**config.mk**
```make
export PLATFORM = sky130hd
export DESIGN_NAME = sha256_message_hasher
export DESIGN_NICKNAME = d
export VERILOG_FILES = /design/src/design/sha_pkg.sv /design/src/design/sha_core.sv /design/src/design/sha256_message_hasher.sv
export SDC_FILE = /design/constraint.sdc
export NUM_CORES = 2
export LEC_CHECK = 0
export BUFFER_PORTS_ARGS = -buffer_cell sky130_fd_sc_hd__buf_2
export CORE_MARGIN = 10
export CORE_UTILIZATION = 45
export CTS_BUF_LIST = sky130_fd_sc_hd__clkbuf_16
export DETAILED_ROUTE_END_ITERATION = 6
export HOLD_SLACK_MARGIN = 0.1
export PLACE_DENSITY_LB_ADDON = 0.12
export SLEW_MARGIN = 10
export SYNTH_ARGS = -nofsm -noshare
export SYNTH_HDL_FRONTEND = slang
export SYNTH_SLANG_ARGS = --single-unit
```
**constraint.sdc**
```tcl
create_clock -name clk -period 21.2 [get_ports clk]
set_input_delay 3.18 -clock clk [delete_from_list [all_inputs] [get_ports clk]]
set_output_delay 3.18 -clock clk [all_outputs]
set_load 0.01 [all_outputs]
```
**src/design/sha_pkg.sv**
```systemverilog
// SHA-256 package: round constants, initial hash values, a rotate function and the core control struct.
// Used by the compression core and the top level; no dependencies.
package sha_pkg;
	localparam int DigestWords = 8;
	localparam int BlockWords = 16;
	localparam int Rounds = 64;
	localparam logic [5:0] LengthSlot = 6'd56;

	typedef logic [31:0] word_t;

	function automatic word_t round_k(input logic [5:0] t);
		word_t k;
		case (t)
			6'd0: k = 32'h428a2f98; 6'd1: k = 32'h71374491; 6'd2: k = 32'hb5c0fbcf;
			6'd3: k = 32'he9b5dba5; 6'd4: k = 32'h3956c25b; 6'd5: k = 32'h59f111f1;
			6'd6: k = 32'h923f82a4; 6'd7: k = 32'hab1c5ed5; 6'd8: k = 32'hd807aa98;
			6'd9: k = 32'h12835b01; 6'd10: k = 32'h243185be; 6'd11: k = 32'h550c7dc3;
			6'd12: k = 32'h72be5d74; 6'd13: k = 32'h80deb1fe; 6'd14: k = 32'h9bdc06a7;
			6'd15: k = 32'hc19bf174; 6'd16: k = 32'he49b69c1; 6'd17: k = 32'hefbe4786;
			6'd18: k = 32'h0fc19dc6; 6'd19: k = 32'h240ca1cc; 6'd20: k = 32'h2de92c6f;
			6'd21: k = 32'h4a7484aa; 6'd22: k = 32'h5cb0a9dc; 6'd23: k = 32'h76f988da;
			6'd24: k = 32'h983e5152; 6'd25: k = 32'ha831c66d; 6'd26: k = 32'hb00327c8;
			6'd27: k = 32'hbf597fc7; 6'd28: k = 32'hc6e00bf3; 6'd29: k = 32'hd5a79147;
			6'd30: k = 32'h06ca6351; 6'd31: k = 32'h14292967; 6'd32: k = 32'h27b70a85;
			6'd33: k = 32'h2e1b2138; 6'd34: k = 32'h4d2c6dfc; 6'd35: k = 32'h53380d13;
			6'd36: k = 32'h650a7354; 6'd37: k = 32'h766a0abb; 6'd38: k = 32'h81c2c92e;
			6'd39: k = 32'h92722c85; 6'd40: k = 32'ha2bfe8a1; 6'd41: k = 32'ha81a664b;
			6'd42: k = 32'hc24b8b70; 6'd43: k = 32'hc76c51a3; 6'd44: k = 32'hd192e819;
			6'd45: k = 32'hd6990624; 6'd46: k = 32'hf40e3585; 6'd47: k = 32'h106aa070;
			6'd48: k = 32'h19a4c116; 6'd49: k = 32'h1e376c08; 6'd50: k = 32'h2748774c;
			6'd51: k = 32'h34b0bcb5; 6'd52: k = 32'h391c0cb3; 6'd53: k = 32'h4ed8aa4a;
			6'd54: k = 32'h5b9cca4f; 6'd55: k = 32'h682e6ff3; 6'd56: k = 32'h748f82ee;
			6'd57: k = 32'h78a5636f; 6'd58: k = 32'h84c87814; 6'd59: k = 32'h8cc70208;
			6'd60: k = 32'h90befffa; 6'd61: k = 32'ha4506ceb; 6'd62: k = 32'hbef9a3f7;
			default: k = 32'hc67178f2;
		endcase
		return k;
	endfunction

	function automatic word_t initial_hash(input logic [2:0] i);
		word_t h;
		case (i)
			3'd0: h = 32'h6a09e667; 3'd1: h = 32'hbb67ae85;
			3'd2: h = 32'h3c6ef372; 3'd3: h = 32'ha54ff53a;
			3'd4: h = 32'h510e527f; 3'd5: h = 32'h9b05688c;
			3'd6: h = 32'h1f83d9ab; default: h = 32'h5be0cd19;
		endcase
		return h;
	endfunction

	function automatic word_t rotr(input word_t x, input int n);
		return (x >> n) | (x << (32 - n));
	endfunction

	typedef struct packed {
		logic start;
		logic busy;
		logic done;
	} core_ctl_t;
endpackage

```
**src/design/sha_core.sv**
```systemverilog
// SHA-256 compression core: one round per cycle, schedule in a 16-word window.
// Depends on sha_pkg.
module sha_core (
	input  logic clk,
	input  logic arst_n,
	input  logic start,
	input  sha_pkg::word_t block [sha_pkg::BlockWords],
	input  logic init_chain,
	output sha_pkg::word_t chain [sha_pkg::DigestWords],
	output sha_pkg::core_ctl_t ctl
);
	sha_pkg::word_t w_q [sha_pkg::BlockWords];
	sha_pkg::word_t v_q [sha_pkg::DigestWords];
	sha_pkg::word_t h_q [sha_pkg::DigestWords];
	logic [5:0] round_q;
	logic busy_q, done_q;
	sha_pkg::word_t s0, s1, w_new, big0, big1, ch, maj, t1, t2;

	always_comb begin
		s0 = sha_pkg::rotr(w_q[1], 7) ^ sha_pkg::rotr(w_q[1], 18) ^ (w_q[1] >> 3);
		s1 = sha_pkg::rotr(w_q[14], 17) ^ sha_pkg::rotr(w_q[14], 19) ^ (w_q[14] >> 10);
		w_new = s1 + w_q[9] + s0 + w_q[0];
		big1 = sha_pkg::rotr(v_q[4], 6) ^ sha_pkg::rotr(v_q[4], 11) ^ sha_pkg::rotr(v_q[4], 25);
		big0 = sha_pkg::rotr(v_q[0], 2) ^ sha_pkg::rotr(v_q[0], 13) ^ sha_pkg::rotr(v_q[0], 22);
		ch = (v_q[4] & v_q[5]) ^ (~v_q[4] & v_q[6]);
		maj = (v_q[0] & v_q[1]) ^ (v_q[0] & v_q[2]) ^ (v_q[1] & v_q[2]);
		t1 = v_q[7] + big1 + ch + sha_pkg::round_k(round_q) + w_q[0];
		t2 = big0 + maj;
	end

	always_ff @(posedge clk or negedge arst_n) begin
		if (!arst_n) begin
			busy_q <= 1'b0;
			done_q <= 1'b0;
			round_q <= '0;
			for (int i = 0; i < sha_pkg::DigestWords; i++) h_q[i] <= sha_pkg::initial_hash(3'(i));
		end else begin
			done_q <= 1'b0;
			if (init_chain) begin
				for (int i = 0; i < sha_pkg::DigestWords; i++)
					h_q[i] <= sha_pkg::initial_hash(3'(i));
			end else if (start && !busy_q) begin
				busy_q <= 1'b1;
				round_q <= '0;
			end else if (busy_q) begin
				round_q <= round_q + 6'd1;
				if (round_q == 6'(sha_pkg::Rounds - 1)) begin
					busy_q <= 1'b0;
					done_q <= 1'b1;
					h_q[0] <= h_q[0] + t1 + t2;
					h_q[1] <= h_q[1] + v_q[0];
					h_q[2] <= h_q[2] + v_q[1];
					h_q[3] <= h_q[3] + v_q[2];
					h_q[4] <= h_q[4] + v_q[3] + t1;
					h_q[5] <= h_q[5] + v_q[4];
					h_q[6] <= h_q[6] + v_q[5];
					h_q[7] <= h_q[7] + v_q[6];
				end
			end
		end
	end

	// Working variables and the schedule window carry no reset.
	always_ff @(posedge clk) begin
		if (start && !busy_q) begin
			for (int i = 0; i < sha_pkg::BlockWords; i++) w_q[i] <= block[i];
			for (int i = 0; i < sha_pkg::DigestWords; i++) v_q[i] <= h_q[i];
		end else if (busy_q) begin
			for (int i = 0; i < sha_pkg::BlockWords - 1; i++) w_q[i] <= w_q[i+1];
			w_q[sha_pkg::BlockWords-1] <= w_new;
			v_q[7] <= v_q[6];
			v_q[6] <= v_q[5];
			v_q[5] <= v_q[4];
			v_q[4] <= v_q[3] + t1;
			v_q[3] <= v_q[2];
			v_q[2] <= v_q[1];
			v_q[1] <= v_q[0];
			v_q[0] <= t1 + t2;
		end
	end

	assign chain = h_q;
	assign ctl = '{start: start, busy: busy_q, done: done_q};

	a_done_after_last: assert property (@(posedge clk) disable iff (!arst_n)
		busy_q && round_q == 6'd63 |=> done_q && !busy_q) else $error("done missing");
	a_done_pulse: assert property (@(posedge clk) disable iff (!arst_n)
		done_q |=> !done_q) else $error("done held");
	a_round_zero_idle: assert property (@(posedge clk) disable iff (!arst_n)
		$rose(busy_q) |-> round_q == 6'd0) else $error("round not cleared");
endmodule

```
**src/design/sha256_message_hasher.sv**
```systemverilog
// SHA-256 message hasher top level: byte packer, padding sequencer, digest output.
// Depends on sha_pkg and sha_core.
//
// Usage: bytes enter on s_axis (tdata = data_byte, tuser = {end_of_message,has_byte}).
// Each byte is packed big-endian into a 64-byte block. A full block runs through
// the shared round unit, one round per cycle, through a load state and a wait for
// the result, during which s_axis_tready is low. An ordinary byte that does not
// fill the block leaves s_axis_tready high for the next byte.
// On end_of_message the sequencer inserts 0x80, zero fill and the 64-bit bit
// length one byte per cycle, compressing one or two blocks, then presents the
// eight digest words on m_axis, tdata = {last_word, word_index, digest_word}.
// When the receiver stalls, the current digest word holds on m_axis and input
// stays blocked until the eighth word is taken; the chain then returns to the
// initial hash. Reset clears the length, position and control state, loads the
// initial hash and leaves the block buffer undefined until written.
module sha256_message_hasher (
	input  logic        clk,
	input  logic        arst_n,
	input  logic        s_axis_tvalid,
	output logic        s_axis_tready,
	input  logic [7:0]  s_axis_tdata,  // [7:0] data_byte
	input  logic [1:0]  s_axis_tuser,  // [0] has_byte, [1] end_of_message
	output logic        m_axis_tvalid,
	input  logic        m_axis_tready,
	output logic [39:0] m_axis_tdata   // [31:0] digest_word, [34:32] word_index, [35] last_word
);
	typedef enum logic [4:0] {
		ST_IDLE = 5'b00001,
		ST_COMP = 5'b00010,
		ST_PAD  = 5'b00100,
		ST_WAIT = 5'b01000,
		ST_OUT  = 5'b10000
	} state_t;

	state_t state_q;
	sha_pkg::word_t block_q [sha_pkg::BlockWords];
	sha_pkg::word_t chain [sha_pkg::DigestWords];
	sha_pkg::core_ctl_t ctl;
	logic [63:0] len_q, pad_len_q;
	logic [5:0] pos_q;
	logic closing_q, pad_mark_q;
	logic done_len_q, tail_q;
	logic [2:0] out_idx_q;
	logic start, init_chain, put, accept;
	logic [7:0] put_byte;
	logic [3:0] len_idx;

	assign accept = s_axis_tvalid && s_axis_tready;
	assign s_axis_tready = (state_q == ST_IDLE);
	assign len_idx = 4'(pos_q) - 4'd8; // length byte index 0..7 at slots 56..63

	always_comb begin
		put = 1'b0;
		put_byte = 8'h00;
		if (state_q == ST_IDLE && accept && s_axis_tuser[0]) begin
			put = 1'b1;
			put_byte = s_axis_tdata;
		end else if (state_q == ST_PAD) begin
			put = 1'b1;
			if (pad_mark_q) put_byte = 8'h80;
			else if (pos_q >= sha_pkg::LengthSlot && !tail_q)
				put_byte = 8'(pad_len_q >> (6'd8 * (6'd7 - 6'(len_idx[2:0]))));
		end
	end

	assign start = (state_q == ST_COMP);
	assign init_chain = (state_q == ST_OUT) && m_axis_tready && (out_idx_q == 3'd7);

	// Block buffer: insert byte at its big-endian slot.
	always_ff @(posedge clk) begin
		if (put) begin
			if (pos_q[1:0] == 2'd0)
				block_q[pos_q[5:2]] <= {put_byte, 24'h0};
			else
				block_q[pos_q[5:2]][8*(3-pos_q[1:0]) +: 8] <= put_byte;
		end
	end

	always_ff @(posedge clk or negedge arst_n) begin
		if (!arst_n) begin
			state_q <= ST_IDLE;
			len_q <= '0;
			pad_len_q <= '0;
			pos_q <= '0;
			closing_q <= 1'b0;
			pad_mark_q <= 1'b0;
			out_idx_q <= '0;
		end else begin
			if (put) pos_q <= pos_q + 6'd1;
			case (state_q)
				ST_IDLE: begin
					if (accept) begin
						if (s_axis_tuser[1]) begin
							closing_q <= 1'b1;
							pad_mark_q <= 1'b1;
							pad_len_q <= len_q + (s_axis_tuser[0] ? 64'd8 : 64'd0);
						end
						if (s_axis_tuser[0]) len_q <= len_q + 64'd8;
						if (s_axis_tuser[0] && pos_q == 6'd63) state_q <= ST_COMP;
						else if (s_axis_tuser[1]) state_q <= ST_PAD;
					end
				end
				ST_PAD: begin
					pad_mark_q <= 1'b0;
					if (pos_q == 6'd63) state_q <= ST_COMP;
				end
				ST_COMP: state_q <= ST_WAIT;
				ST_WAIT: begin
					if (ctl.done) begin
						if (!closing_q) state_q <= ST_IDLE;
						else state_q <= ST_PAD;
					end
				end
				ST_OUT: begin
					if (m_axis_tready) begin
						out_idx_q <= out_idx_q + 3'd1;
						if (out_idx_q == 3'd7) begin
							state_q <= ST_IDLE;
							closing_q <= 1'b0;
							len_q <= '0;
						end
					end
				end
				default: state_q <= ST_IDLE;
			endcase
			// After a padding block that reached the length, go out instead.
			if (state_q == ST_WAIT && ctl.done && closing_q && !pad_mark_q && done_len_q)
				state_q <= ST_OUT;
		end
	end

	// 0x80 landed in the length slots: zero-fill this block, length goes in the next.
	always_ff @(posedge clk or negedge arst_n) begin
		if (!arst_n) tail_q <= 1'b0;
		else if (state_q == ST_PAD && pad_mark_q && pos_q >= sha_pkg::LengthSlot) tail_q <= 1'b1;
		else if (state_q == ST_COMP) tail_q <= 1'b0;
	end

	// Marks that the block in flight carries the length field.
	always_ff @(posedge clk or negedge arst_n) begin
		if (!arst_n) done_len_q <= 1'b0;
		else if (state_q == ST_PAD && pos_q == 6'd63 && !pad_mark_q && !tail_q)
			done_len_q <= 1'b1;
		else if (state_q == ST_PAD && pos_q == 6'd63) done_len_q <= 1'b0;
		else if (state_q == ST_OUT) done_len_q <= 1'b0;
	end

	sha_core u_core (
		.clk(clk), .arst_n(arst_n), .start(start), .block(block_q),
		.init_chain(init_chain), .chain(chain), .ctl(ctl)
	);

	assign m_axis_tvalid = (state_q == ST_OUT);
	assign m_axis_tdata = {4'h0, out_idx_q == 3'd7, out_idx_q, chain[out_idx_q]};
endmodule

```
==> run metrics <==
Total GRT Usage between 20% and 30%; vias per inst between 5 and 6; Via Count 72262; Clock Sinks around 1700; # DRC 1; Routed Antenna Nets 0; Synth Area in Compound Gates 10.3%; Hold Path Class reg -> reg; CP endpoint kind register; Die Span X a little under 500 microns; largest net degree at the start of global routing roughly 160; #FFs+latches synth 1684; RSZ-0062 raised after global routing false; Slowest-stage cell, CP nor2_1; clk root buf clkbuf_16; H-tree Lvls 4; largest family of logic cells by synthesized area simple AND/OR/NAND/NOR gates; core area 0.222 sq mm; Synth Flop Type edfxtp_1; height of the die 493 microns; gpl congestion around 0.95; DRT Wirelength 331000 microns; Post-CTS Resized 0; Setup crit start u_core.round_q[1]; synthesized area per cell between 10 and 15 sq um; setup bufs post-CTS 0; HPWL after detailed placement approximately 240000 microns; TritonCTS clock tree yes; Tightest Pin Transition 1.21 ns; fmax between 80 and 90 MHz; first-pass GRT wire length about 490000 microns; Req. time, crit path between 20 and 25 ns; crit path to u_core.chain[124]; Worst-path clk slew roughly 0.070 ns; Num CTS Buffers around 190; Clock Path Buffers 3; final hold viol count 0; grt ovf 0; critical path fanouts, max 16; fin crit period ~11 ns; Critical R2R Capture u_core.chain[124]; Ports between 50 and 60; XOR/XNOR Fraction of Synth Area 6.01%; synth warn 0; Mapped Area between 0.1 and 0.15 sq mm; CP startpoint kind register; violated checks DRC; Post-synth top cells 1280 x edfxtp_1, 1216 x nand2_1, 991 x nor2_1; reg2reg setup slack a little under 10 ns; Reg2Reg Depth 36; slew margin rel. 19.3%; post-detailed-route wirelength per cell between 20 and 30 microns; mux contribution to synthesized area 8.84%; outcome finished, violations left; setup TNS 0 ns; sequential cell area fraction in the yosys report 48.4%; Layout Nets ~10000; I/O Buffers approximately 50; Iter 0 DRT Violations ~6200; Slew Limit Fails 0; Synth area leaders edfxtp_1 38%, mux2_2 6.7%, dfrtp_1 6.6%; clock skew ~0.09 ns; antenna violations before repair 8; ratio of cells with drive above 1 in the final layout between 10% and 20%; first-pass iteration count of the detailed router 7; Synth area leader edfxtp_1; unique cell type count in the Yosys netlist 97; Crit path max-delay family compound AO/OA/AOI/OAI gates; Layout area overhead 9.59%; Reg-to-Reg Start u_core.round_q[1]; setup violators final 0; count of hold-fix buffers inserted at cts 0; Crit. path cell count 36; Simple-Gate Fraction of Synth Area approximately an eighth; Rows about 170; Yosys top cell area share a little under two fifths; FFs w/ async S/R, synth 24.0%; vias in the first global route slightly above 70000; Post-synth EDFFs 1280; Tcrit/Tclk final between 50% and 60%; CP max stage delay 0.78 ns; max_cap viols 0; count leader, synth edfxtp_1; Worst EP arrival between 10 and 15 ns; die area roughly 0.24 sq mm; Buf+Inv Stages, Crit Path 5; adder-cell area share of the yosys netlist between 10% and 20%; Setup CP Type reg -> reg; Starting Density between 40 and 50%; Post-Syn Instances roughly 9400; Worst-Skew Late Latency ~0.86 ns
-- flip-flops by register name (all words and copies together) (netlist names), 3 cells and up --
| signal | flops |
|---|---|
| len_q | 61 |
| u_core.v_q | 256 |
| block_q | 512 |
| pad_len_q | 61 |
| pos_q | 6 |
| u_core.round_q | 6 |
| out_idx_q | 3 |
| u_core.chain | 256 |
| u_core.w_q | 512 |
| state_q | 5 |
-- cells in the final DEF (no fill, tap or decap), types with 64 or more instances in the layout --
| cell type | Yosys | routed |
|---|---|---|
| a211oi_1 | 66 | 66 |
| a21o_1 | 128 | 128 |
| a21oi_1 | 547 | 544 |
| a31oi_1 | 67 | 67 |
| buf_4 | 6 | 123 |
| clkbuf_16 | 0 | 191 |
| dfrtp_1 | 267 | 259 |
| dfstp_2 | 137 | 137 |
| edfxtp_1 | 1280 | 1280 |
| fa_1 | 227 | 227 |
| ha_1 | 432 | 432 |
| inv_1 | 546 | 593 |
| mux2_2 | 595 | 595 |
| mux4_2 | 83 | 83 |
| nand2_1 | 1216 | 1216 |
| nand2b_1 | 107 | 106 |
| nand3_1 | 135 | 132 |
| nor2_1 | 991 | 986 |
| nor2b_1 | 69 | 67 |
| nor3_1 | 113 | 107 |
| o211ai_1 | 117 | 117 |
| o21ai_0 | 407 | 407 |
| or3_1 | 64 | 64 |
| xnor2_1 | 468 | 468 |
| xor2_1 | 218 | 218 |
-- layer usage --
layer | track usage (%) | share of wire [%] | vias to the layer above
met4 | 12.7 | 5.6 | 10
met2 | 43.8 | 47 | 2318
met3 | 3.87 | 5.6 | 615
met5 | 0 | 0.093 | -
met1 | 34.4 | 41 | 36457
li1 | - | - | 32862
-- how the worst min path moves through the flow --
stage                     cells past startpoint  slack [ns]           from                end
after floorplan                               2        0.44  pad_len_q[11]      pad_len_q[11]
after global placement                        2        0.46  pad_len_q[40]      pad_len_q[40]
after detailed placement                      2        0.47  pad_len_q[19]      pad_len_q[19]
after CTS                                     2        0.48  pad_len_q[25]      pad_len_q[25]
after global routing                          2        0.51  pad_len_q[35]      pad_len_q[35]
final                                         2        0.48   block_q[131]  u_core.w_q[11][3]
-- worst min-delay path: cells and delay by family, from the launching register on --
family,cells,cell delay (ns)
simple gates,2,0.10
flops,1,0.32
-- through the flow --
step / instances / hold slack (ns) / instance area (sq um) / setup WS, ns / util [%]
global route: 12427 / 0.506 / 110000 / 9.33 / 49.6
finish: 12428 / 0.477 / 110000 / 9.77 / 49.6
detailed placement: 12062 / 0.470 / 104000 / 10.05 / 46.8
global placement: 12062 / 0.461 / 104000 / 10.10 / 46.8
CTS: 12425 / 0.484 / 110000 / 10.02 / 49.6
floorplan: 9384 / 0.445 / 101000 / 3.56 / -
-- cells by family (layout without fill, tap and decap cells) --
logic type,count (synthesis),in the layout
AOI/OAI and AO/OA,1678,1678
xor gates and xnor gates,688,688
adders and majority gates,690,690
buffers and inverters,1025,1091
DFF,1684,1684
muxes,711,711
other,1,7
and+or+nand+nor,2904,2904
-- layout make-up --
type                    count  area, sq um
inverters                 550         2070
repair buffers            178         1270
flip-flops and latches   1684        48700
diodes                      3         7.51
well taps                2975         3720
multi-input cells        6675        48300
fillers                 20085       112000
clock inverters           172         1470
clock buffers             191         4780
Power is not shown: default switching activity piles up to over one toggle a cycle in this logic, so the estimate is an artifact.
